[src/csvt_pkg.sv]
// Shared types and constants of the delimited-text tokenizer.
// Holds result kinds, error codes, parse modes and character codes.
// No dependencies.
`default_nettype none

package csvt_pkg;

    localparam int POSITION_WIDTH_DEFAULT = 24;

    localparam logic CMD_BYTE = 1'b0;
    localparam logic CMD_END  = 1'b1;

    localparam logic [2:0] KIND_FIELD_BYTE = 3'd0;
    localparam logic [2:0] KIND_FIELD_END  = 3'd1;
    localparam logic [2:0] KIND_ROW_END    = 3'd2;
    localparam logic [2:0] KIND_ERROR      = 3'd3;
    localparam logic [2:0] KIND_TEXT_DONE  = 3'd4;

    localparam logic [1:0] ERR_AFTER_CLOSE    = 2'd0;
    localparam logic [1:0] ERR_QUOTE_UNQUOTED = 2'd1;
    localparam logic [1:0] ERR_END_IN_QUOTES  = 2'd2;

    localparam logic [1:0] MARK_START = 2'd0;
    localparam logic [1:0] MARK_EF    = 2'd1;
    localparam logic [1:0] MARK_EFBB  = 2'd2;
    localparam logic [1:0] MARK_DONE  = 2'd3;

    localparam logic [7:0] CH_BOM0  = 8'hEF;
    localparam logic [7:0] CH_BOM1  = 8'hBB;
    localparam logic [7:0] CH_BOM2  = 8'hBF;
    localparam logic [7:0] CH_QUOTE = 8'h22;
    localparam logic [7:0] CH_CR    = 8'h0D;
    localparam logic [7:0] CH_LF    = 8'h0A;
    localparam logic [7:0] CH_COMMA = 8'h2C;
    localparam logic [7:0] CH_TAB   = 8'h09;

    typedef enum logic [1:0]
    {
        MODE_OUT    = 2'd0,
        MODE_IN     = 2'd1,
        MODE_PEND   = 2'd2,
        MODE_CLOSED = 2'd3
    } mode_t;

endpackage

`default_nettype wire

[src/csvt_core.sv]
// Tokenizer state and the single-pass step logic for one input transaction.
// Produces up to four packed results per transaction; depends on csvt_pkg.
`default_nettype none

module csvt_core #(
    parameter int POS_W = csvt_pkg::POSITION_WIDTH_DEFAULT
) (
    input  wire logic clk,
    input  wire logic rst_n,
    input  wire logic delimiter_is_tab,
    input  wire logic in_cmd,
    input  wire logic [7:0] in_byte,
    input  wire logic advance,
    output logic [3:0][3 + ((10 + 2*POS_W + 7) / 8) * 8 - 1:0] res_list,
    output logic [2:0] res_count
);
    import csvt_pkg::*;

    localparam int DATA_W  = ((10 + 2*POS_W + 7) / 8) * 8;
    localparam int ENTRY_W = 3 + DATA_W;

    typedef struct packed {
        mode_t            mode;
        logic             field_started;
        logic             row_has;
        logic             skip_lf;
        logic             err;
        logic [POS_W-1:0] line;
        logic [POS_W-1:0] col;
    } pst_t;

    typedef struct packed {
        logic             v;
        logic [2:0]       kind;
        logic [7:0]       b;
        logic [1:0]       code;
        logic [POS_W-1:0] line;
        logic [POS_W-1:0] col;
    } res_t;

    typedef struct packed {
        pst_t st;
        res_t r;
    } feed_t;

    localparam pst_t ST_CLEAR = '{mode: MODE_OUT, field_started: 1'b0, row_has: 1'b0,
                                  skip_lf: 1'b0, err: 1'b0, line: POS_W'(1),
                                  col: POS_W'(1)};

    function automatic logic [POS_W-1:0] sat_inc(input logic [POS_W-1:0] v);
        return (&v) ? v : v + POS_W'(1);
    endfunction

    function automatic res_t mk_res(input logic [2:0] kind, input logic [7:0] b,
                                    input logic [1:0] code, input pst_t s);
        res_t r;
        r      = '0;
        r.v    = 1'b1;
        r.kind = kind;
        if (kind == KIND_FIELD_BYTE)
        begin
            r.b = b;
        end
        if (kind == KIND_ERROR)
        begin
            r.code = code;
            r.line = s.line;
            r.col  = s.col;
        end
        return r;
    endfunction

    function automatic feed_t feed(input pst_t s_in, input logic [7:0] b,
                                   input logic [7:0] delim);
        feed_t f;
        pst_t  s;
        logic  eol;
        logic  done;
        s    = s_in;
        f    = '0;
        eol  = (b == CH_CR) || (b == CH_LF);
        done = s.err;
        if (!done && s.skip_lf)
        begin
            s.skip_lf = 1'b0;
            if (b == CH_LF)
            begin
                done = 1'b1;
                if (s.mode == MODE_IN)
                begin
                    s.row_has = 1'b1;
                    f.r       = mk_res(KIND_FIELD_BYTE, b, 2'd0, s);
                end
            end
        end
        if (!done && s.mode == MODE_PEND)
        begin
            if (b == CH_QUOTE)
            begin
                s.mode    = MODE_IN;
                s.row_has = 1'b1;
                s.col     = sat_inc(s.col);
                f.r       = mk_res(KIND_FIELD_BYTE, b, 2'd0, s);
                done      = 1'b1;
            end
            else
            begin
                s.mode = MODE_CLOSED;
            end
        end
        if (!done && s.mode == MODE_IN)
        begin
            done = 1'b1;
            if (b == CH_QUOTE)
            begin
                s.mode = MODE_PEND;
                s.col  = sat_inc(s.col);
            end
            else
            begin
                s.row_has = 1'b1;
                f.r       = mk_res(KIND_FIELD_BYTE, b, 2'd0, s);
                if (eol)
                begin
                    s.line    = sat_inc(s.line);
                    s.col     = POS_W'(1);
                    s.skip_lf = (b == CH_CR);
                end
                else
                begin
                    s.col = sat_inc(s.col);
                end
            end
        end
        if (!done && s.mode == MODE_CLOSED && b != delim && !eol)
        begin
            f.r   = mk_res(KIND_ERROR, 8'd0, ERR_AFTER_CLOSE, s);
            s.err = 1'b1;
            done  = 1'b1;
        end
        if (!done)
        begin
            if (b == CH_QUOTE)
            begin
                if (s.field_started)
                begin
                    f.r   = mk_res(KIND_ERROR, 8'd0, ERR_QUOTE_UNQUOTED, s);
                    s.err = 1'b1;
                end
                else
                begin
                    s.mode          = MODE_IN;
                    s.field_started = 1'b1;
                    s.col           = sat_inc(s.col);
                end
            end
            else if (b == delim)
            begin
                f.r             = mk_res(KIND_FIELD_END, 8'd0, 2'd0, s);
                s.row_has       = 1'b1;
                s.field_started = 1'b0;
                s.mode          = MODE_OUT;
                s.col           = sat_inc(s.col);
            end
            else if (eol)
            begin
                if (s.row_has)
                begin
                    f.r = mk_res(KIND_ROW_END, 8'd0, 2'd0, s);
                end
                s.row_has       = 1'b0;
                s.field_started = 1'b0;
                s.mode          = MODE_OUT;
                s.line          = sat_inc(s.line);
                s.col           = POS_W'(1);
                s.skip_lf       = (b == CH_CR);
            end
            else
            begin
                f.r             = mk_res(KIND_FIELD_BYTE, b, 2'd0, s);
                s.field_started = 1'b1;
                s.row_has       = 1'b1;
                s.col           = sat_inc(s.col);
            end
        end
        f.st = s;
        return f;
    endfunction

    function automatic logic [ENTRY_W-1:0] pack(input res_t r);
        return {r.kind, DATA_W'({r.col, r.line, r.code, r.b})};
    endfunction

    pst_t       st_reg;
    pst_t       st_next;
    logic [1:0] mark_reg;
    logic [1:0] mark_next;

    logic [7:0] delim;
    feed_t      f1;
    feed_t      f2;
    feed_t      f3;
    pst_t       st1;
    pst_t       st2;
    pst_t       st_end;
    res_t [3:0] slot;
    logic       replay_ef;
    logic       replay_bb;

    always_comb
    begin
        delim     = delimiter_is_tab ? CH_TAB : CH_COMMA;
        replay_ef = (mark_reg == MARK_EF) || (mark_reg == MARK_EFBB);
        replay_bb = (mark_reg == MARK_EFBB);
        f1        = feed(st_reg, CH_BOM0, delim);
        st1       = replay_ef ? f1.st : st_reg;
        f2        = feed(st1, CH_BOM1, delim);
        st2       = replay_bb ? f2.st : st1;
        f3        = feed(st2, in_byte, delim);
        st_next   = st_reg;
        mark_next = mark_reg;
        slot      = '0;
        st_end    = st2;

        if (in_cmd == CMD_BYTE)
        begin
            if (st_reg.err)
            begin
                st_next = st_reg;
            end
            else if (mark_reg == MARK_START && in_byte == CH_BOM0)
            begin
                mark_next = MARK_EF;
            end
            else if (mark_reg == MARK_EF && in_byte == CH_BOM1)
            begin
                mark_next = MARK_EFBB;
            end
            else if (mark_reg == MARK_EFBB && in_byte == CH_BOM2)
            begin
                mark_next = MARK_DONE;
            end
            else
            begin
                mark_next = MARK_DONE;
                slot[0]   = replay_ef ? f1.r : '0;
                slot[1]   = replay_bb ? f2.r : '0;
                slot[2]   = f3.r;
                st_next   = f3.st;
            end
        end
        else
        begin
            if (!st_reg.err)
            begin
                slot[0] = replay_ef ? f1.r : '0;
                slot[1] = replay_bb ? f2.r : '0;
                if (st_end.mode == MODE_PEND)
                begin
                    st_end.mode = MODE_CLOSED;
                end
                if (!st_end.err)
                begin
                    if (st_end.mode == MODE_IN)
                    begin
                        slot[2] = mk_res(KIND_ERROR, 8'd0, ERR_END_IN_QUOTES, st_end);
                    end
                    else if (st_end.row_has)
                    begin
                        slot[2] = mk_res(KIND_ROW_END, 8'd0, 2'd0, st_end);
                    end
                end
            end
            slot[3]   = mk_res(KIND_TEXT_DONE, 8'd0, 2'd0, st_reg);
            st_next   = ST_CLEAR;
            mark_next = MARK_START;
        end
    end

    always_comb
    begin
        res_list  = '0;
        res_count = 3'd0;
        for (int i = 0; i < 4; i++)
        begin
            if (slot[i].v)
            begin
                res_list[res_count[1:0]] = pack(slot[i]);
                res_count                = res_count + 3'd1;
            end
        end
    end

    always_ff @(posedge clk or negedge rst_n)
    begin
        if (!rst_n)
        begin
            st_reg   <= ST_CLEAR;
            mark_reg <= MARK_START;
        end
        else if (advance)
        begin
            st_reg   <= st_next;
            mark_reg <= mark_next;
        end
    end

    assert property (@(posedge clk) disable iff (!rst_n)
        st_reg.err |-> mark_reg == MARK_DONE)
    else $error("error hold set while the byte-order mark check is open");

    assert property (@(posedge clk) disable iff (!rst_n)
        st_reg.mode == MODE_PEND |-> !st_reg.skip_lf)
    else $error("pending quote decision with an LF skip outstanding");

    assert property (@(posedge clk) disable iff (!rst_n)
        st_reg.line != '0 && st_reg.col != '0)
    else $error("line or column counter reached zero");

endmodule

`default_nettype wire

[src/csvt_outbuf.sv]
// Result buffer holding the up to four results of one transaction.
// Drains them one per cycle onto the master stream while m_tready is high; depends on csvt_pkg.
`default_nettype none

module csvt_outbuf #(
    parameter int POS_W = csvt_pkg::POSITION_WIDTH_DEFAULT
) (
    input  wire logic clk,
    input  wire logic rst_n,
    input  wire logic load,
    input  wire logic [2:0] load_count,
    input  wire logic [3:0][3 + ((10 + 2*POS_W + 7) / 8) * 8 - 1:0] load_data,
    output logic free,
    output logic m_tvalid,
    input  wire logic m_tready,
    output logic [((10 + 2*POS_W + 7) / 8) * 8 - 1:0] m_tdata,
    output logic [2:0] m_tuser,
    output logic m_tlast
);
    import csvt_pkg::*;

    localparam int DATA_W  = ((10 + 2*POS_W + 7) / 8) * 8;
    localparam int ENTRY_W = 3 + DATA_W;

    logic [3:0][ENTRY_W-1:0] ent_reg;
    logic [2:0]              rem_reg;
    logic [1:0]              idx_reg;
    logic [ENTRY_W-1:0]      head;

    assign head     = ent_reg[idx_reg];
    assign m_tvalid = (rem_reg != 3'd0);
    assign m_tlast  = (rem_reg == 3'd1);
    assign m_tdata  = head[DATA_W-1:0];
    assign m_tuser  = head[ENTRY_W-1:DATA_W];
    assign free     = (rem_reg == 3'd0) || ((rem_reg == 3'd1) && m_tready);

    always_ff @(posedge clk)
    begin
        if (load)
        begin
            ent_reg <= load_data;
        end
    end

    always_ff @(posedge clk or negedge rst_n)
    begin
        if (!rst_n)
        begin
            rem_reg <= 3'd0;
            idx_reg <= 2'd0;
        end
        else if (load)
        begin
            rem_reg <= load_count;
            idx_reg <= 2'd0;
        end
        else if (m_tvalid && m_tready)
        begin
            rem_reg <= rem_reg - 3'd1;
            idx_reg <= idx_reg + 2'd1;
        end
    end

    assert property (@(posedge clk) disable iff (!rst_n)
        rem_reg <= 3'd4)
    else $error("result buffer holds more than four results");

    assert property (@(posedge clk) disable iff (!rst_n)
        rem_reg != 3'd0 |-> {1'b0, idx_reg} + rem_reg <= 3'd4)
    else $error("result buffer read index runs past the loaded results");

    assert property (@(posedge clk) disable iff (!rst_n)
        load |-> free)
    else $error("result buffer reloaded before it drained");

endmodule

`default_nettype wire

[src/csv_stream_tokenizer_top.sv]
// Top level of the delimited-text tokenizer: input register, delimiter register,
// step logic and result buffer. Depends on csvt_pkg, csvt_core and csvt_outbuf.
//
// Usage:
//   The slave stream takes one transaction per text byte (s_tuser = 0, byte in
//   s_tdata) or an end-of-text transaction (s_tuser = 1), which flushes the
//   open row, reports unclosed quotes and restarts the tokenizer.
//   The master stream delivers results: m_tuser is the kind, m_tdata carries
//   the field byte, error code, error line and error column, and m_tlast marks
//   the final result caused by one input transaction.
//   The delimiter register (cfg_data: 0 comma, 1 tab) is written through the
//   cfg channel, which is always ready; write it only while the block is idle.
//   A transaction is captured in the input register; its results are registered
//   in the result buffer. Throughput is one transaction per cycle while each
//   yields at most one result and the receiver is ready; after one yielding more,
//   the next waits in the input register while the buffer drains one per cycle.
//   When the receiver stalls the buffer holds its results and the input
//   register holds one further transaction before s_tready falls.
//   Reset clears the tokenizer to the start of text and selects comma.
`default_nettype none

module csv_stream_tokenizer_top #(
    parameter int POS_W = csvt_pkg::POSITION_WIDTH_DEFAULT
) (
    input  wire logic clk,
    input  wire logic rst_n,
    input  wire logic s_tvalid,
    output logic s_tready,
    input  wire logic [7:0] s_tdata,  // text_byte
    input  wire logic s_tuser,        // cmd
    output logic m_tvalid,
    input  wire logic m_tready,
    // field_byte, error_code, error_line, error_column, zero fill
    output logic [((10 + 2*POS_W + 7) / 8) * 8 - 1:0] m_tdata,
    output logic [2:0] m_tuser,       // kind
    output logic m_tlast,
    input  wire logic cfg_valid,
    output logic cfg_ready,
    input  wire logic cfg_data        // delimiter_is_tab
);
    import csvt_pkg::*;

    localparam int DATA_W  = ((10 + 2*POS_W + 7) / 8) * 8;
    localparam int ENTRY_W = 3 + DATA_W;

    logic                    in_valid_reg;
    logic                    in_cmd_reg;
    logic [7:0]              in_byte_reg;
    logic                    delim_tab_reg;
    logic                    buf_free;
    logic                    advance;
    logic [3:0][ENTRY_W-1:0] res_list;
    logic [2:0]              res_count;

    assign cfg_ready = 1'b1;
    assign advance   = in_valid_reg && buf_free;
    assign s_tready  = !in_valid_reg || buf_free;

    always_ff @(posedge clk or negedge rst_n)
    begin
        if (!rst_n)
        begin
            in_valid_reg  <= 1'b0;
            delim_tab_reg <= 1'b0;
        end
        else
        begin
            if (s_tvalid && s_tready)
            begin
                in_valid_reg <= 1'b1;
            end
            else if (advance)
            begin
                in_valid_reg <= 1'b0;
            end
            if (cfg_valid && cfg_ready)
            begin
                delim_tab_reg <= cfg_data;
            end
        end
    end

    always_ff @(posedge clk)
    begin
        if (s_tvalid && s_tready)
        begin
            in_cmd_reg  <= s_tuser;
            in_byte_reg <= s_tdata;
        end
    end

    csvt_core #(
        .POS_W (POS_W)
    ) u_core (
        .clk              (clk),
        .rst_n            (rst_n),
        .delimiter_is_tab (delim_tab_reg),
        .in_cmd           (in_cmd_reg),
        .in_byte          (in_byte_reg),
        .advance          (advance),
        .res_list         (res_list),
        .res_count        (res_count)
    );

    csvt_outbuf #(
        .POS_W (POS_W)
    ) u_outbuf (
        .clk        (clk),
        .rst_n      (rst_n),
        .load       (advance),
        .load_count (res_count),
        .load_data  (res_list),
        .free       (buf_free),
        .m_tvalid   (m_tvalid),
        .m_tready   (m_tready),
        .m_tdata    (m_tdata),
        .m_tuser    (m_tuser),
        .m_tlast    (m_tlast)
    );

    assert property (@(posedge clk) disable iff (!rst_n)
        in_valid_reg && !buf_free |=> in_valid_reg && $stable(in_byte_reg)
            && $stable(in_cmd_reg))
    else $error("held input transaction lost while the result buffer was busy");

endmodule

`default_nettype wire
[config.mk]
export PLATFORM = sky130hd
export DESIGN_NAME = csv_stream_tokenizer_top
export DESIGN_NICKNAME = d
export VERILOG_FILES = /design/src/csvt_pkg.sv /design/src/csvt_core.sv /design/src/csvt_outbuf.sv /design/src/csv_stream_tokenizer_top.sv
export SDC_FILE = /design/constraint.sdc
export NUM_CORES = 1
export LEC_CHECK = 0
export ABC_CLOCK_PERIOD_IN_PS = 13200
export BUFFER_PORTS_ARGS = -buffer_cell sky130_fd_sc_hd__buf_2
export CORE_MARGIN = 2
export CORE_UTILIZATION = 58
export DETAILED_ROUTE_END_ITERATION = 8
export PLACE_DENSITY_LB_ADDON = 0.3
export SLEW_MARGIN = 20
export SYNTH_ARGS = -nofsm -noshare
export SYNTH_HDL_FRONTEND = slang
export SYNTH_HIERARCHICAL = 1
export SYNTH_SLANG_ARGS = --single-unit
[constraint.sdc]
create_clock -name clk -period 13.2 [get_ports clk]
set_clock_uncertainty 0.2 [all_clocks]
set_input_delay 1.98 -clock clk [delete_from_list [all_inputs] [get_ports clk]]
set_output_delay 1.98 -clock clk [all_outputs]
set_load 0.01 [all_outputs]
### Yosys cells after proc, flatten, opt, wreduce, memory -nomap -nowiden

Cells that the tools add are included.

* mux-type cells: 149
* bitwise gates (word level): 0
* add/subtract/negate cells: 14
* equal/unequal tests: 30
* div/mod/pow operators: 0
* shifts and indexed selects: 0
* $lt $le $gt $ge: 7
* multiply operators: 0
* reduce and logical (&&, ||, !) cells: 56

Operator list (number)
* $mux 62: 26
* $mux 186: 6
* $bwmux 268: 3
* $mux 268: 3
* $mux 24: 26
* $mux 54: 8
* $demux 67 s2: 3
* $mux 67: 5
* $add 24x1->24 const B: 9
* $reduce_and 24->1: 9
* $bmux 67 s2: 1
* $mux 59: 2
* $mux 2: 24
* $mux 48: 1
* $mux 1: 30
* $logic_and 1x1->1: 26
* $eq 8x8->1 const B: 3
* $mux 3: 7
* $eq 8x4->1 const B: 2
* $eq 8x8->1 const A: 2
* $ne 8x8->1 const A: 2
* $eq 2x2->1 const B: 7
* $eq 2x1->1 const B: 6
* $mux 4: 3
* other kinds (22): 42

* logic and storage cells: 274
* memory bits (read-only): 0
* bits of input ports: 15
* bits in latches: 0
* memories kept: 0
* output and inout port bits: 71
* RAM bits: 0
* bits in registers: 340

### Logic depth before layout (Yosys ltp)

* depth in word-level cells: 59
* mapped depth: 64
* gate-level depth less buffers: 57

### Modules after synthesis

Netlist, hierarchy kept.

Modules (own cells, without submodules)
* csvt_core: cells an instance 2166, times used 1, area an instance 13903.3 um^2
* csvt_outbuf: cells an instance 389, times used 1, area an instance 10100.9 um^2
* csv_stream_tokenizer_top: cells an instance 18, times used 1, area an instance 381.6 um^2

### Worst setup path before layout

Ideal clock, no wire load.

* path type: flip-flop to flip-flop
* start point: reg u_core/st_reg[0] (netlist name)
* end point: reg u_core/st_reg[11] (netlist name)
* buffers on the path: 8
* data required time: 12.879 ns
* cell stages (with the launch flop): 61
* clock period less this slack: 12.308 ns
* library setup time: 0.121 ns
* slack: 0.892 ns
* data arrival time: 11.987 ns
* path through: dfstp_2 ha_1 and4_1 buf_2 nand4_1 clkbuf_1 o21ai_1 a21boi_0 inv_1 ha_1 nand2_1 o311ai_1 a21boi_0 nor4b_2 nand4_2 a21oi_1 nor2_1 xor2_1 [25 not listed] inv_1 ha_1 and2_1 mux2i_1 or3_1 nor2_1 buf_2 nand2_1 a31oi_1 o22ai_1 ha_1 nand3b_1 mux2i_1 nand2_1 nor3_4 a2111oi_2 xor2_1 a22o_1

* cells in the longest elaborated chain, start to end: 34
* elaborated cells on any way between the ends: 42
* classes of those cells: 7 x add/sub; 28 x mux; 7 x reduce/logical

Ends and longest elaborated chain
* start: declaration: line csvt_core.sv:194 `pst_t st_reg;`
* start signal: assignment: line csvt_core.sv:303 `st_reg <= st_next;`
* $add 24x1->24 / $reduce_and 24->1 (equally long branches): line csvt_core.sv:51 `return (&v) ? v : v + POS_W'(1);`
* $mux 24: line csvt_core.sv:51
* $mux 24: line csvt_core.sv:111 `if (!done && s.mode == MODE_IN)`
* $add 24x1->24 / $reduce_and 24->1 (equally long branches): line csvt_core.sv:51
* $mux 24: line csvt_core.sv:51
* $mux 24: line csvt_core.sv:141 `if (!done)`
* $mux 54 (*): line csvt_core.sv:216 `st1 = replay_ef ? f1.st : st_reg;`
* $add 24x1->24 / $reduce_and 24->1 (equally long branches): line csvt_core.sv:51
* [18 not listed]
* $mux 24: line csvt_core.sv:157 `else if (b == delim)`
* $mux 24: line csvt_core.sv:143 `if (b == CH_QUOTE)`
* $mux 54 (*): line csvt_core.sv:141
* $mux 54 (*): line csvt_core.sv:239 `else if (mark_reg == MARK_EFBB && in_byte == CH_BOM2)`
* $mux 54 (*): line csvt_core.sv:235 `else if (mark_reg == MARK_EF && in_byte == CH_BOM1)`
* $mux 54 (*): line csvt_core.sv:231 `else if (mark_reg == MARK_START && in_byte == CH_BOM0)`
* $mux 54 (*): line csvt_core.sv:227 `if (st_reg.err)`
* $mux 54 (*): line csvt_core.sv:225 `if (in_cmd == CMD_BYTE)`

Mark *: on every way between the ends. The rest lies on a longest branch, timed or not. The select of a mux whose other input is x is not followed.
A chain may end at the register's enable or synchronous reset.

### Worst setup path after layout

Ends and elaborated chain as after synthesis.

==> flow_summary_export.csv <==
group,metric,value,unit
run_status,run_status,"finished clean",
clock_network,cts.sinks,340,
cells_and_area,multi_input_area,0.01355,sq mm
worst_setup_path,required,13.44,ns
yosys,async_reset_ff_share,18.53,%
yosys,ys_ff_latch,340,
power_and_ir_drop,power_frac_clock,17.2,%
floorplan,die_width,209.0,um
cells_and_area,largest_reg_flops,268,
clock_network,clk_latency,0.55,ns
worst_setup_path,path_class,"reg2reg",
cells_and_area,syn_to_final_growth,9.610,%
worst_setup_path,critPathBufInv,2,
power_and_ir_drop,p_int,3.318,mW
worst_setup_path,start_kind,"register",
clock_network,cts_tree,"yes",
worst_setup_path,max_stage_delay,0.79,ns
sta,clock.fmax,79.25,MHz
yosys,synth_most_common_cell,"nor2_1",
power_and_ir_drop,pwr-share-comb,52.0,%
clock_network,clock_tree.root_cell,"clkbuf_16",
drt,routed_wl,83490,um
sta,hold_viol,0,
placed_design,gp_congestion,1.030,
floorplan,start_util,58.40,%
placed_design,port_buffers,84,
grt,grt_pass1_vias,20850,
floorplan,io_pins,86,
clock_network,cts_made_buffers,37,
worst_setup_path,ff2ff_path_depth,38,
sta,drv_slew,0,
grt,overflow,0,
yosys,synth_area_leader_cell,"edfxtp_1",
grt,grt_pass1_wl,126600,um
drt,drc,0,
sta,worst_slew_pin_slew,1.123,ns
worst_setup_path,worstPathMaxFanout,10,
clock_network,h-tree-depth,2,
drt,antenna_left,0,
worst_setup_path,crit_path_top_delay_cell,"nor3_1",
drt,drt_iter0_drc,3107,
worst_setup_path,crit_path_end_kind,"register",
sta,slew_headroom,24.88,%
placed_design,dp_hpwl,61260,um
sta,setup_viol,0,
floorplan,die-area,0.04370,sq mm
worst_setup_path,r2r_slack,0.58,ns
worst_setup_path,arrival,12.86,ns
sta,fin_crit_sh,95.59,%
cells_and_area,fillers,3389,
yosys,synthTopCellsByArea,"edfxtp_1, nor2_1, dfrtp_1",
yosys,synth_edf_count,277,
yosys,ys_seq_area_share,40.58,%
min_path,hold_path_class,"reg2reg",
yosys,yosysWarnings,6,
drt,wl_per_cell,26.06,um
drt,vias_per_cell,6.922,
grt,grt_max_degree,79,
power_and_ir_drop,power_leakage,9.182,nW
floorplan,coreArea,0.04176,sq mm
power_and_ir_drop,pwr-share-seq,30.8,%
power_and_ir_drop,power.density,224.7,mW/mm^2
power_and_ir_drop,peakVddDrop,0.1993,mV
power_and_ir_drop,power.share.switching,44.75,%
grt,grt_use_total,37.87,%
cells_and_area,final_area,0.02673,sq mm
min_path,hold_end,"u_core/st_reg[50]",
floorplan,dieHeight,209.0,um
worst_setup_path,path_delay_family,"simple AND/OR/NAND/NOR gates",
cells_and_area,final_nets,2672,
drt,firstDrtPassIters,8,
floorplan,row_count,75,
worst_setup_path,worst_path_most_repeated_cell,"and2_1",
yosys,yosys.area.top_type_share,34.11,%
power_and_ir_drop,finalPower,6.005,mW
cells_and_area,final-seq-area,0.009902,sq mm
clock_network,path_clk_slew,0.06,ns
yosys,synth_cells,2573,
min_path,hold_path_depth,2,
worst_setup_path,r2r-start,"u_core/st_reg[0]",
sta,period_minus_slack,12.62,ns
worst_setup_path,rr_endpoint,"u_core/st_reg[11]",
clock_network,cts_buffer_depth,3,
min_path,hp-start,"u_core/st_reg[50]",
cells_and_area,drive_above_1_share,15.95,%
yosys,synth.distinct_cells,119,
yosys,syn-cell-area,0.02439,sq mm
yosys,avgSynthCellArea,9.478,sq um
yosys,synthFlopType,"edfxtp_1",
grt,grt_antenna_before_repair,2,
placed_design,place_area,0.02536,sq mm
power_and_ir_drop,power.switching,2.687,mW
clock_network,hold_buffers,0,
drt,detailroute.via_count,22180,
flow_run,drv_cap,0,
yosys,synthTopCellsByCount,"nor2_1, edfxtp_1, nand2_1, clkbuf_1, a21oi_1",
## how the worst max path moves through the flow
stage,end,slack [ns],from,cells after the start
detailed placement,u_core/st_reg[11],0.29,u_core/st_reg[0],49
global route,u_core/st_reg[11],-0.08,u_core/st_reg[0],48
global placement,u_core/st_reg[11],0.60,u_core/st_reg[0],49
CTS,u_core/st_reg[11],0.24,u_core/st_reg[0],49
floorplan,u_core/st_reg[11],0.89,u_core/st_reg[0],60
finish,u_core/st_reg[11],0.58,u_core/st_reg[0],38
## placed cells by master, fill, tap and decap left out, types with 22 or more instances in the layout
cell type and count:
a21oi_1 103, a31oi_1 37, and2_1 51, and3_1 26, buf_2 84, buf_4 107, clkbuf_16 37, conb_1 25
dfrtp_1 59, edfxtp_1 277, inv_1 41, mux4_1 24, mux4_2 43, nand2_1 247, nand3_1 80, nand4_1 62
nor2_1 410, nor2b_1 22, nor3_1 73, nor4_1 36, o211ai_1 29, o21ai_0 93, o21ai_1 24, o31ai_1 23
or3_1 22, xnor2_1 63, xor2_1 42
## power by group through the flow
stage	clock network (mW)	registers (mW)	logic, mW
CTS	1.05	1.85	3.01
detailed placement	0	1.87	2.98
global placement	0	1.83	2.94
floorplan	0	1.88	2.03
global route	1.09	1.88	3.31
finish	1.03	1.85	3.12
## worst min-delay path, delay by kind of cell (launching register included)
kind               cells  cell delay (ns)
DFF                    1             0.36
AOI/OAI and AO/OA      1             0.06
and+or+nand+nor        1             0.05
## kinds of logic (layout without fill, tap and decap cells)
kind of cell	Yosys count	after routing	synth area share, %
simple gates	1194	1194	24.95
fa+ha+maj	22	22	1.129
mux	98	98	7.896
flops	340	340	40.58
other cells	2	26	0.03080
buf+inv	233	301	4.628
compound gates	573	573	16.64
xor+xnor	111	111	4.141
## layout make-up
class / instances / area share, %
multi-input cells: 2023 / 50.68
repair buffers: 192 / 4.620
well taps: 539 / 2.523
clock inverters: 24 / 0.9502
inverters: 41 / 0.5758
flip-flops and latches: 340 / 37.05
diodes: 1 / 0.009362
clock buffers: 44 / 3.600
## through the flow
stage          hold WS (ns)  utilization [%]  cells  TNS [ns]  setup slack (ns)
2_1_floorplan        0.2720                -   2596         0            0.8920
3_3_place_gp         0.2892            60.73   3125         0            0.6013
3_5_place_dp         0.2998            60.73   3125         0            0.2937
4_1_cts              0.3107            63.65   3193         0            0.2351
5_1_grt              0.3585            64.00   3203   -0.4496          -0.07772
6_report             0.3082            64.01   3204         0            0.5823
## per-layer routing
layer  wire (um)  GRT usage [%]  vias to the layer above
li1            -              -                     9814
met1       33520          52.78                    10700
met2       35650          55.63                     1395
met3        9144          7.755                      270
met4        5162          20.74                        2
met5          13              0                        -
## timing repair
| item | CTS | global route |
|---|---|---|
| setup buffers | 0 | 9 |
| endpoints found under the setup margin | 0 | 108 |
| resized for setup | 0 | 15 |
No activity file was read; power rests on OpenSTA's default activity.
